File: src/rtl/core/assert_macros.svh
// ----------------------------------------------------------------------------
// Assertion macros used by the RTL of the DMC regulator step.
// Checks are compiled in unless SYNTH is defined.
// ----------------------------------------------------------------------------
`ifndef ASSERT_MACROS_SVH
`define ASSERT_MACROS_SVH

`ifndef SYNTH
// Checked on every rising edge of clk_i while rst_ni is high.
`define DMC_ASSERT(lbl, prop) \
  lbl: assert property (@(posedge clk_i) disable iff (!rst_ni) (prop)) \
    else $error("dmc assertion failed");
// Checked on every rising edge of clk_i, reset included.
`define DMC_ASSERT_ALWAYS(lbl, prop) \
  lbl: assert property (@(posedge clk_i) (prop)) \
    else $error("dmc assertion failed");
`else
`define DMC_ASSERT(lbl, prop)
`define DMC_ASSERT_ALWAYS(lbl, prop)
`endif

`endif

File: src/rtl/core/dmc_pkg.sv
// ----------------------------------------------------------------------------
// dmc_pkg
// Constants, types and the coefficient table of the DMC regulator step.
// ----------------------------------------------------------------------------
`default_nettype none

package dmc_pkg;

  // Prediction horizon; the history holds HORIZON-1 past increments.
  localparam int unsigned HORIZON    = 100;
  localparam int unsigned HIST_DEPTH = HORIZON - 1;
  localparam int unsigned HIST_AW    = (HIST_DEPTH > 1) ? $clog2(HIST_DEPTH) : 1;
  localparam int unsigned FILL_W     = $clog2(HIST_DEPTH + 1);

  // Field widths.
  localparam int unsigned DATA_W = 24;  // Q15.8 drive and increment
  localparam int unsigned MEAS_W = 16;  // setpoint and measurement
  localparam int unsigned GAIN_W = 16;  // Q1.14 error gain
  localparam int unsigned COEF_W = 16;  // Q1.15 coefficients
  localparam int unsigned ERR_W  = MEAS_W + 1;

  // Shared multiplier and accumulator.
  localparam int unsigned MUL_A_W   = DATA_W;
  localparam int unsigned MUL_B_W   = ERR_W;
  localparam int unsigned PROD_W    = MUL_A_W + MUL_B_W;
  localparam int unsigned ACC_W     = 48;
  localparam int unsigned ERR_SHIFT = 9;   // Q1.14 * integer -> Q.23
  localparam int unsigned RND_SHIFT = 15;  // Q.23 -> Q15.8
  localparam int unsigned RND_W     = ACC_W - RND_SHIFT;

  // Configuration register indexes.
  localparam int unsigned CFG_IDX_W    = 8;
  localparam logic [CFG_IDX_W-1:0] REG_SETPOINT   = 8'd0;
  localparam logic [CFG_IDX_W-1:0] REG_ERROR_GAIN = 8'd1;

  localparam logic [MEAS_W-1:0] SETPOINT_RST = 16'd1500;
  localparam logic [GAIN_W-1:0] GAIN_RST     = 16'd13093;

  typedef struct packed {
    logic push;   // store last increment as newest history entry
    logic rd_en;  // issue one history read and advance to the next older entry
  } hist_ctrl_t;

  typedef struct packed {
    logic                valid;  // read data below belongs to an issued read
    logic                live;   // entry was written since reset
    logic [DATA_W-1:0]   data;
    logic [COEF_W-1:0]   coef;
  } hist_rd_t;

  typedef struct packed {
    logic clear;   // zero the accumulator
    logic err_en;  // multiply gain by control error this cycle
  } mac_ctrl_t;

  // Tuned coefficients, Q1.15, by history age. Entries past the tuned set are zero.
  function automatic logic signed [COEF_W-1:0] coef_rom(input logic [HIST_AW-1:0] idx);
    int unsigned i;
    logic signed [COEF_W-1:0] c;
    i = 32'(idx);
    unique case (i)
      0:  c = 16'sd15607;
      1:  c = 16'sd15593;
      2:  c = 16'sd14494;
      3:  c = 16'sd12887;
      4:  c = 16'sd11264;
      5:  c = 16'sd9560;
      6:  c = 16'sd8178;
      7:  c = 16'sd6718;
      8:  c = 16'sd5601;
      9:  c = 16'sd4540;
      10: c = 16'sd3693;
      11: c = 16'sd3093;
      12: c = 16'sd2634;
      13: c = 16'sd2171;
      14: c = 16'sd1748;
      15: c = 16'sd1399;
      16: c = 16'sd1158;
      17: c = 16'sd924;
      18: c = 16'sd848;
      19: c = 16'sd699;
      20: c = 16'sd404;
      21: c = 16'sd487;
      22: c = 16'sd385;
      23: c = 16'sd358;
      24: c = 16'sd297;
      25: c = 16'sd417;
      26: c = 16'sd218;
      27: c = 16'sd98;
      28: c = 16'sd219;
      29: c = -16'sd125;
      30: c = 16'sd48;
      31: c = 16'sd105;
      32: c = 16'sd146;
      33: c = 16'sd6;
      34: c = -16'sd50;
      35: c = -16'sd74;
      36: c = 16'sd3;
      37: c = 16'sd24;
      38: c = -16'sd52;
      default: c = '0;
    endcase
    return c;
  endfunction

endpackage

`default_nettype wire

File: src/rtl/core/dmc_hist_buf.sv
// ----------------------------------------------------------------------------
// dmc_hist_buf
// Circular history of past increments with a registered read port that walks
// from the newest entry to the oldest, paired with the matching coefficient.
// ----------------------------------------------------------------------------
`default_nettype none

module dmc_hist_buf (
  input  wire logic                         clk_i,
  input  wire logic                         rst_ni,
  input  wire dmc_pkg::hist_ctrl_t          ctrl_i,
  input  wire logic [dmc_pkg::DATA_W-1:0]   push_data_i,
  output dmc_pkg::hist_rd_t                 rd_o,
  output logic                              rd_last_o
);

  localparam logic [dmc_pkg::HIST_AW-1:0] LAST_ADDR = dmc_pkg::HIST_AW'(dmc_pkg::HIST_DEPTH - 1);
  localparam logic [dmc_pkg::FILL_W-1:0]  FULL      = dmc_pkg::FILL_W'(dmc_pkg::HIST_DEPTH);

  logic [dmc_pkg::DATA_W-1:0]  mem [dmc_pkg::HIST_DEPTH];

  logic [dmc_pkg::HIST_AW-1:0] head_q, head_d, head_inc;
  logic [dmc_pkg::HIST_AW-1:0] addr_q, addr_d;
  logic [dmc_pkg::HIST_AW-1:0] age_q, age_d;
  logic [dmc_pkg::FILL_W-1:0]  fill_q, fill_d;
  logic                        rd_valid_q, rd_live_q;
  logic [dmc_pkg::DATA_W-1:0]  rd_data_q;
  logic [dmc_pkg::COEF_W-1:0]  rd_coef_q;

  assign head_inc = (head_q == LAST_ADDR) ? '0 : head_q + 1'b1;

  always_comb begin
    head_d = head_q;
    addr_d = addr_q;
    age_d  = age_q;
    fill_d = fill_q;
    if (ctrl_i.push) begin
      head_d = head_inc;
      addr_d = head_inc;
      age_d  = '0;
      if (fill_q != FULL) begin
        fill_d = fill_q + 1'b1;
      end
    end else if (ctrl_i.rd_en) begin
      addr_d = (addr_q == '0) ? LAST_ADDR : addr_q - 1'b1;
      age_d  = age_q + 1'b1;
    end
  end

  always_ff @(posedge clk_i or negedge rst_ni) begin
    if (!rst_ni) begin
      head_q     <= '0;
      addr_q     <= '0;
      age_q      <= '0;
      fill_q     <= '0;
      rd_valid_q <= 1'b0;
      rd_live_q  <= 1'b0;
    end else begin
      head_q     <= head_d;
      addr_q     <= addr_d;
      age_q      <= age_d;
      fill_q     <= fill_d;
      rd_valid_q <= ctrl_i.rd_en;
      // Entries never written since reset are marked not live; the multiplier treats them as zero.
      rd_live_q  <= dmc_pkg::FILL_W'(age_q) < fill_q;
    end
  end

  always_ff @(posedge clk_i) begin
    if (ctrl_i.push) begin
      mem[head_inc] <= push_data_i;
    end
    if (ctrl_i.rd_en) begin
      rd_data_q <= mem[addr_q];
      rd_coef_q <= dmc_pkg::coef_rom(age_q);
    end
  end

  assign rd_last_o  = (age_q == LAST_ADDR);
  assign rd_o.valid = rd_valid_q;
  assign rd_o.live  = rd_live_q;
  assign rd_o.data  = rd_data_q;
  assign rd_o.coef  = rd_coef_q;

endmodule

`default_nettype wire

File: src/rtl/core/dmc_mac.sv
// ----------------------------------------------------------------------------
// dmc_mac
// Shared signed multiplier with a registered product, followed by the
// accumulator. Adds the gain term, subtracts every coefficient product.
// ----------------------------------------------------------------------------
`default_nettype none

module dmc_mac (
  input  wire logic                                clk_i,
  input  wire logic                                rst_ni,
  input  wire dmc_pkg::mac_ctrl_t                  ctrl_i,
  input  wire logic signed [dmc_pkg::GAIN_W-1:0]   gain_i,
  input  wire logic signed [dmc_pkg::ERR_W-1:0]    err_i,
  input  wire dmc_pkg::hist_rd_t                   rd_i,
  output logic signed [dmc_pkg::ACC_W-1:0]         acc_o,
  output logic                                     busy_o
);

  logic signed [dmc_pkg::MUL_A_W-1:0] mul_a;
  logic signed [dmc_pkg::MUL_B_W-1:0] mul_b;
  logic signed [dmc_pkg::PROD_W-1:0]  prod_d, prod_q;
  logic signed [dmc_pkg::ACC_W-1:0]   prod_ext;
  logic signed [dmc_pkg::ACC_W-1:0]   acc_q;
  logic                               pvld_q, perr_q;

  always_comb begin
    if (ctrl_i.err_en) begin
      mul_a = dmc_pkg::MUL_A_W'(gain_i);
      mul_b = err_i;
    end else begin
      mul_a = rd_i.live ? $signed(rd_i.data) : '0;
      mul_b = dmc_pkg::MUL_B_W'($signed(rd_i.coef));
    end
  end

  assign prod_d   = dmc_pkg::PROD_W'(mul_a) * dmc_pkg::PROD_W'(mul_b);
  assign prod_ext = dmc_pkg::ACC_W'(prod_q);

  always_ff @(posedge clk_i or negedge rst_ni) begin
    if (!rst_ni) begin
      pvld_q <= 1'b0;
      perr_q <= 1'b0;
    end else begin
      pvld_q <= ctrl_i.err_en | rd_i.valid;
      perr_q <= ctrl_i.err_en;
    end
  end

  always_ff @(posedge clk_i) begin
    prod_q <= prod_d;
    if (ctrl_i.clear) begin
      acc_q <= '0;
    end else if (pvld_q) begin
      if (perr_q) begin
        acc_q <= acc_q + (prod_ext <<< dmc_pkg::ERR_SHIFT);
      end else begin
        acc_q <= acc_q - prod_ext;
      end
    end
  end

  assign acc_o  = acc_q;
  assign busy_o = rd_i.valid | pvld_q;

endmodule

`default_nettype wire

File: src/rtl/core/dmc_controller_step.sv
// ----------------------------------------------------------------------------
// dmc_controller_step
// Analytic DMC regulator step in fixed point.
//
// Input channel (in_valid_i / in_ready_o) carries the previous drive value
// (Q15.8) and the measured process output. Each transfer produces exactly
// one result on the output channel (out_valid_o / out_ready_i): the new drive,
// the control increment (both Q15.8, saturated) and a saturation flag.
// The configuration channel writes the setpoint (index 0) and the error gain
// (index 1, Q1.14); other indexes are ignored. It is always ready.
// Each item passes through one gain multiply plus one multiply-accumulate per
// history entry (99) on the single shared multiplier, fed by the one read port
// of the history memory, then pipeline drain, rounding and the drive add. The
// block takes no new item while one is being computed. A finished result waits
// in the output register; the next item may be accepted meanwhile, and its own
// result waits in the sequencer until the output register is free. Reset clears
// the history (by a fill count, no clearing pass), the last increment and the
// output valid, and loads the setpoint 1500 and the gain 13093.
// ----------------------------------------------------------------------------
`default_nettype none

`include "assert_macros.svh"

module dmc_controller_step (
  input  wire logic                                 clk_i,
  input  wire logic                                 rst_ni,
  // Configuration writes.
  input  wire logic                                 cfg_valid_i,
  output logic                                      cfg_ready_o,
  input  wire logic [dmc_pkg::CFG_IDX_W-1:0]        cfg_index_i,
  input  wire logic [dmc_pkg::MEAS_W-1:0]           cfg_data_i,
  // Sample input.
  input  wire logic                                 in_valid_i,
  output logic                                      in_ready_o,
  input  wire logic signed [dmc_pkg::DATA_W-1:0]    prev_drive_i,
  input  wire logic [dmc_pkg::MEAS_W-1:0]           measured_i,
  // Result output.
  output logic                                      out_valid_o,
  input  wire logic                                 out_ready_i,
  output logic signed [dmc_pkg::DATA_W-1:0]         drive_o,
  output logic signed [dmc_pkg::DATA_W-1:0]         increment_o,
  output logic                                      saturated_o
);

  // Sequencer states.
  localparam logic [2:0] S_IDLE  = 3'd0;
  localparam logic [2:0] S_ERR   = 3'd1;
  localparam logic [2:0] S_MAC   = 3'd2;
  localparam logic [2:0] S_DRAIN = 3'd3;
  localparam logic [2:0] S_ROUND = 3'd4;
  localparam logic [2:0] S_DONE  = 3'd5;

  localparam int unsigned DW = dmc_pkg::DATA_W;
  localparam logic signed [DW-1:0] Q_MAX = {1'b0, {(DW-1){1'b1}}};
  localparam logic signed [DW-1:0] Q_MIN = {1'b1, {(DW-1){1'b0}}};
  localparam logic signed [dmc_pkg::ACC_W-1:0] RND_BIAS =
    dmc_pkg::ACC_W'(1) <<< (dmc_pkg::RND_SHIFT - 1);

  logic [2:0] state_q, state_d;

  // Configuration registers.
  logic [dmc_pkg::MEAS_W-1:0]         setpoint_q;
  logic signed [dmc_pkg::GAIN_W-1:0]  gain_q;

  // Per-item working registers.
  logic signed [DW-1:0]               prev_q;
  logic signed [dmc_pkg::ERR_W-1:0]   err_q;
  logic signed [DW-1:0]               last_inc_q;
  logic signed [DW-1:0]               inc_q;
  logic                               sat_q;

  // Output register.
  logic                               out_vld_q;
  logic signed [DW-1:0]               drive_out_q, inc_out_q;
  logic                               sat_out_q;

  logic                               in_fire, out_load;
  dmc_pkg::hist_ctrl_t                hist_ctrl;
  dmc_pkg::hist_rd_t                  hist_rd;
  dmc_pkg::mac_ctrl_t                 mac_ctrl;
  logic                               rd_last, mac_busy;
  logic signed [dmc_pkg::ACC_W-1:0]   acc;
  logic signed [dmc_pkg::ACC_W-1:0]   acc_rnd;
  logic signed [dmc_pkg::RND_W-1:0]   inc_wide;
  logic                               inc_ovf;
  logic signed [DW-1:0]               inc_clip;
  logic signed [DW:0]                 drive_sum;
  logic                               drive_ovf;
  logic signed [DW-1:0]               drive_clip;

  // --------------------------------------------------------------------------
  // Configuration writes must only arrive while the block is idle; the block does not enforce this.
  // --------------------------------------------------------------------------
  assign cfg_ready_o = 1'b1;

  always_ff @(posedge clk_i or negedge rst_ni) begin
    if (!rst_ni) begin
      setpoint_q <= dmc_pkg::SETPOINT_RST;
      gain_q     <= dmc_pkg::GAIN_RST;
    end else if (cfg_valid_i) begin
      if (cfg_index_i == dmc_pkg::REG_SETPOINT) begin
        setpoint_q <= cfg_data_i;
      end
      if (cfg_index_i == dmc_pkg::REG_ERROR_GAIN) begin
        gain_q <= $signed(cfg_data_i);
      end
    end
  end

  // --------------------------------------------------------------------------
  // Sequencer. The history push happens in the transfer cycle, the gain term
  // goes through the multiplier next, then one history read per cycle.
  // --------------------------------------------------------------------------
  assign in_ready_o = (state_q == S_IDLE);
  assign in_fire    = in_valid_i & in_ready_o;
  assign out_load   = (state_q == S_DONE) & (!out_vld_q | out_ready_i);

  assign hist_ctrl.push  = in_fire;
  assign hist_ctrl.rd_en = (state_q == S_MAC);
  assign mac_ctrl.clear  = in_fire;
  assign mac_ctrl.err_en = (state_q == S_ERR);

  always_comb begin
    state_d = state_q;
    unique case (state_q)
      S_IDLE:  if (in_fire) state_d = S_ERR;
      S_ERR:   state_d = S_MAC;
      S_MAC:   if (rd_last) state_d = S_DRAIN;
      S_DRAIN: if (!mac_busy) state_d = S_ROUND;
      S_ROUND: state_d = S_DONE;
      S_DONE:  if (out_load) state_d = S_IDLE;
      default: state_d = S_IDLE;
    endcase
  end

  always_ff @(posedge clk_i or negedge rst_ni) begin
    if (!rst_ni) begin
      state_q    <= S_IDLE;
      last_inc_q <= '0;
      out_vld_q  <= 1'b0;
    end else begin
      state_q <= state_d;
      if (state_q == S_ROUND) begin
        last_inc_q <= inc_clip;
      end
      if (out_load) begin
        out_vld_q <= 1'b1;
      end else if (out_ready_i) begin
        out_vld_q <= 1'b0;
      end
    end
  end

  // --------------------------------------------------------------------------
  // Datapath around the shared unit.
  // --------------------------------------------------------------------------
  dmc_hist_buf u_hist (
    .clk_i       (clk_i),
    .rst_ni      (rst_ni),
    .ctrl_i      (hist_ctrl),
    .push_data_i (last_inc_q),
    .rd_o        (hist_rd),
    .rd_last_o   (rd_last)
  );

  dmc_mac u_mac (
    .clk_i  (clk_i),
    .rst_ni (rst_ni),
    .ctrl_i (mac_ctrl),
    .gain_i (gain_q),
    .err_i  (err_q),
    .rd_i   (hist_rd),
    .acc_o  (acc),
    .busy_o (mac_busy)
  );

  // Round half up from Q.23 to Q15.8, then clip to the 24-bit field.
  assign acc_rnd  = acc + RND_BIAS;
  assign inc_wide = acc_rnd[dmc_pkg::ACC_W-1:dmc_pkg::RND_SHIFT];
  assign inc_ovf  = !((inc_wide[dmc_pkg::RND_W-1:DW-1] == '0) ||
                      (inc_wide[dmc_pkg::RND_W-1:DW-1] == '1));
  assign inc_clip = inc_ovf ? (inc_wide[dmc_pkg::RND_W-1] ? Q_MIN : Q_MAX)
                            : inc_wide[DW-1:0];

  // Previous drive plus the clipped increment, clipped again.
  assign drive_sum  = (DW+1)'(prev_q) + (DW+1)'(inc_q);
  assign drive_ovf  = drive_sum[DW] != drive_sum[DW-1];
  assign drive_clip = drive_ovf ? (drive_sum[DW] ? Q_MIN : Q_MAX) : drive_sum[DW-1:0];

  always_ff @(posedge clk_i) begin
    if (in_fire) begin
      prev_q <= prev_drive_i;
      err_q  <= $signed({1'b0, setpoint_q}) - $signed({1'b0, measured_i});
    end
    if (state_q == S_ROUND) begin
      inc_q <= inc_clip;
      sat_q <= inc_ovf;
    end
    if (out_load) begin
      drive_out_q <= drive_clip;
      inc_out_q   <= inc_q;
      sat_out_q   <= sat_q | drive_ovf;
    end
  end

  assign out_valid_o = out_vld_q;
  assign drive_o     = drive_out_q;
  assign increment_o = inc_out_q;
  assign saturated_o = sat_out_q;

  // --------------------------------------------------------------------------
  // Assertions.
  // --------------------------------------------------------------------------
  // The shared unit holds no work from an earlier item when a new one can enter.
  `DMC_ASSERT(a_idle_unit_empty, in_ready_o |-> !mac_busy)
  // A result enters the output register only from the final sequencer step.
  `DMC_ASSERT(a_out_from_done, $rose(out_valid_o) |-> $past(state_q == S_DONE))
  // The block stops taking items only because one was just transferred.
  `DMC_ASSERT(a_ready_falls_on_transfer, $fell(in_ready_o) |-> $past(in_valid_i))

endmodule

`default_nettype wire

File: config.mk
export PLATFORM = sky130hd
export DESIGN_NAME = dmc_controller_step
export DESIGN_NICKNAME = d
export VERILOG_FILES = /design/src/rtl/core/dmc_pkg.sv /design/src/rtl/core/dmc_hist_buf.sv /design/src/rtl/core/dmc_mac.sv /design/src/rtl/core/dmc_controller_step.sv
export VERILOG_INCLUDE_DIRS = /design/src /design/src/rtl/core
export SDC_FILE = /design/constraint.sdc
export NUM_CORES = 2
export LEC_CHECK = 0
export BUFFER_PORTS_ARGS = -buffer_cell sky130_fd_sc_hd__buf_2
export CAP_MARGIN = 40
export CORE_MARGIN = 5
export CORE_UTILIZATION = 30
export DETAILED_ROUTE_END_ITERATION = 8
export GPL_TIMING_DRIVEN = 0
export PLACE_DENSITY = 0.55
export SLEW_MARGIN = 20
export SYNTH_ARGS = -nofsm -noshare
export SYNTH_HDL_FRONTEND = slang
export SYNTH_SLANG_ARGS = --single-unit
File: constraint.sdc
create_clock -name clk_i -period 8 [get_ports clk_i]
set_clock_uncertainty 0.05 [all_clocks]
set_input_delay 0 -clock clk_i [delete_from_list [all_inputs] [get_ports clk_i]]
set_output_delay 0 -clock clk_i [all_outputs]
set_load 0.02 [all_outputs]
==> impl_metrics.yaml <==
synthesis:
  synth_area_per_cell_sq_um: 16.9
  ys_seq_elements: 2711
  synth-edff-count: 2530
  yosys_warnings: 0
  synthesis.area_sq_mm: 0.125
  synth-async-reset-ratio_pct: 3.39
  seq_area_frac_synth_pct: 63.9
  synth_top_area_share_pct: 60.7
  synth-main-ff-cell: "edfxtp_1"
  synth_top_cell_by_area: "edfxtp_1"
  synth.distinct_cells: 101
  syn-num-nets: 8133
  synth_cells: 7413
  ys_top_cells_by_area: "edfxtp_1 (61%), mux4_2 (13%), fa_1 (6.5%)"
  synth_most_common_cell: "edfxtp_1"
  synth_common_cells: "edfxtp_1 (2530), mux4_2 (717), inv_1 (528)"
grt:
  grt_use_total_pct: 17.2
  first_global_vias: 73400
  overflow: 0
  grt_pass1_wl_mm: 540
  grt_max_degree: 84
  antenna_found_initial: 20
timing:
  tightest_slew_ns: 0.921
  rsz0062_at_grt: "no"
  maxSlewHeadroom_pct: 38.6
  fmax_mhz: 130
  period_needed_ns: 7.68
  hold_ws_ns: 0.161
  slew_violations: 0
  hold_violations: 0
  setup-violations-final: 0
  min_period_over_period_pct: 96.0
cts:
  cts_root_buf: "clkbuf_16"
  cts_buffers: 296
  clkTransAtPathRegs_ns: 0.07
  cts.path.max_buffers: 4
  ctsHtreeMaxLevel: 5
  cts.sinks: 2711
  clock_latency_ns: 0.93
  cts_tree: "done"
setup_path:
  worst_ep_required_time_ns: 8.69
  worstSetupStartpointType: "flop"
  slowest_delay_ns: 0.55
  worstSetupEndpointType: "flop"
  arrival_ns: 8.37
  crit_fanout: 10
  crit_path_frequent_cell: "fa_1"
  slowest_stage: "fa_1"
  crit_type: "flop to flop"
detailed_routing:
  drt-initial-drc-count: 7620
  wl_per_cell_microns: 27.3
  viasPerCell: 5.17
  routed_wl_mm: 380
  vias: 72000
  drc: 0
  antenna_left: 0
  first_pass_iters: 6
die:
  io_pins: 121
  chipWidth_microns: 656
  fp.dieH_microns: 656
  rows: 237
  start_util_pct: 30.1
  die_area_sq_mm: 0.430
  core-area_sq_mm: 0.416
cells_and_area:
  drive_above_1_share_pct: 23.3
  areaGrowthSynthToFinish_pct: 19.3
  fin_util_pct: 35.9
  fin_nets: 8907
  fin_area_sq_mm: 0.149
  multiInputGateArea_sq_mm: 0.0430
  seq_area_sq_mm: 0.0802
  fillers: 38900
place:
  place_congestion: 0.906
  placed_area_sq_mm: 0.138
  port_buffers: 119
  dp_hpwl_mm: 275
status:
  status: "complete, no violations"
hold_path:
  hold_path_class: "input pin to flop"
job:
  drv_cap: 0
==> registers in the layout, summed over array words and instances (netlist names), 15 cells and up <==
signal            flops
err_q                17
u_mac.acc_o          48
increment_o          24
setpoint_q           16
prev_q               24
u_mac.prod_q         41
inc_q                24
drive_o              24
gain_q               16
u_hist.rd_data_q     24
last_inc_q           24
u_hist.mem         2376
u_hist.rd_coef_q     15
==> worst max-delay path, delay by kind of cell, from the launching register on <==
family	cells	cell delay [ns]
AO/OA/AOI/OAI	5	1.19
adder cells (fa/ha/maj)	7	3.42
buffers and inverters	7	0.81
flip-flops	1	0.47
multiplexers	1	0.19
AND/OR/NAND/NOR	9	1.34
==> cell type report <==
class	count	area share, %
tap	5497	4.60
clock buffer	358	5.16
buffer	325	1.03
clock inverter	178	1.24
antenna	4	0.00670
timing repair buffer	492	4.20
inverter	534	1.34
sequential	2711	53.6
multi-input combinational	3827	28.8
==> cell usage in the layout, fill, tap and decap left out, types with 27 or more instances in the layout <==
cell type	instances
a211oi_1	29
a21o_1	111
a21oi_1	209
a31oi_1	27
and3_1	43
buf_1	34
buf_12	57
buf_16	76
buf_2	192
buf_4	40
buf_6	73
clkbuf_1	194
clkbuf_16	298
clkbuf_2	52
clkinv_1	65
clkinv_2	49
dfrtp_1	52
dfxtp_1	89
dlygate4sd3_1	131
edfxtp_1	2530
fa_1	405
ha_1	244
inv_1	528
mux2_2	51
mux2i_1	88
mux4_2	717
nand2_1	426
nand2b_1	40
nand3_1	54
nor2_1	418
nor2_4	101
nor2b_1	31
nor3_1	33
o211ai_1	50
o21ai_0	153
xnor2_1	127
xor2_1	60
==> what timing repair did <==
action	4_1_cts	5_1_grt
buffers inserted	4	14
gates resized for setup	89	121
hold buffers	132	0
hold endpoints to repair	175	0
endpoints found under the setup margin	24	18
pin swaps	2	3
cloned	0	0
==> per-stage QoR <==
stage                     setup slack, ns  cells  TNS [ns]
final                               0.324  13900         0
after detailed placement            -1.21  13200    -15.37
after floorplan                     0.782   7413         0
after global placement              -1.29  13000    -19.37
after CTS                         -0.0113  13900   -0.0141
after global routing               0.0122  13900         0
==> path summary, 6_finish.rpt <==
check	end	slack [ns]	depth (start not counted)	from
setup / recovery	u_mac.prod_q[35]	0.32	29	state_q[1]
hold / removal	setpoint_q[15]	0.16	5	cfg_index_i[0]
setup reg to reg	u_mac.prod_q[35]	0.32	29	state_q[1]
hold reg to reg	u_mac.acc_o[5]	0.41	2	u_mac.acc_o[5]
max in group asynchronous	last_inc_q[14]	7.28	4	rst_ni
min in group asynchronous	gain_q[1]	0.22	4	rst_ni
==> metal layers <==
layer	track usage, %	vias to the layer above	wire length [microns]
met2	28.2	2884	182000
met5	0	-	13
li1	-	30000	-
met1	23.1	38500	155000
met4	5.66	2	14300
met3	3.09	556	28100
==> logic make-up (layout without fill, tap and decap cells) <==
group,Yosys count,after routing,share of synthesized area [%]
buf+inv,875,1887,2.69
flops,2711,2711,63.9
compound gates,830,830,4.38
mux,868,868,14.2
fa+ha+maj,657,657,8.98
simple gates,1283,1283,4.52
xor+xnor,188,188,1.32
other cells,1,5,0.00299
Power is not shown: default switching activity piles up to over one toggle a cycle in this logic, so the estimate is an artifact.
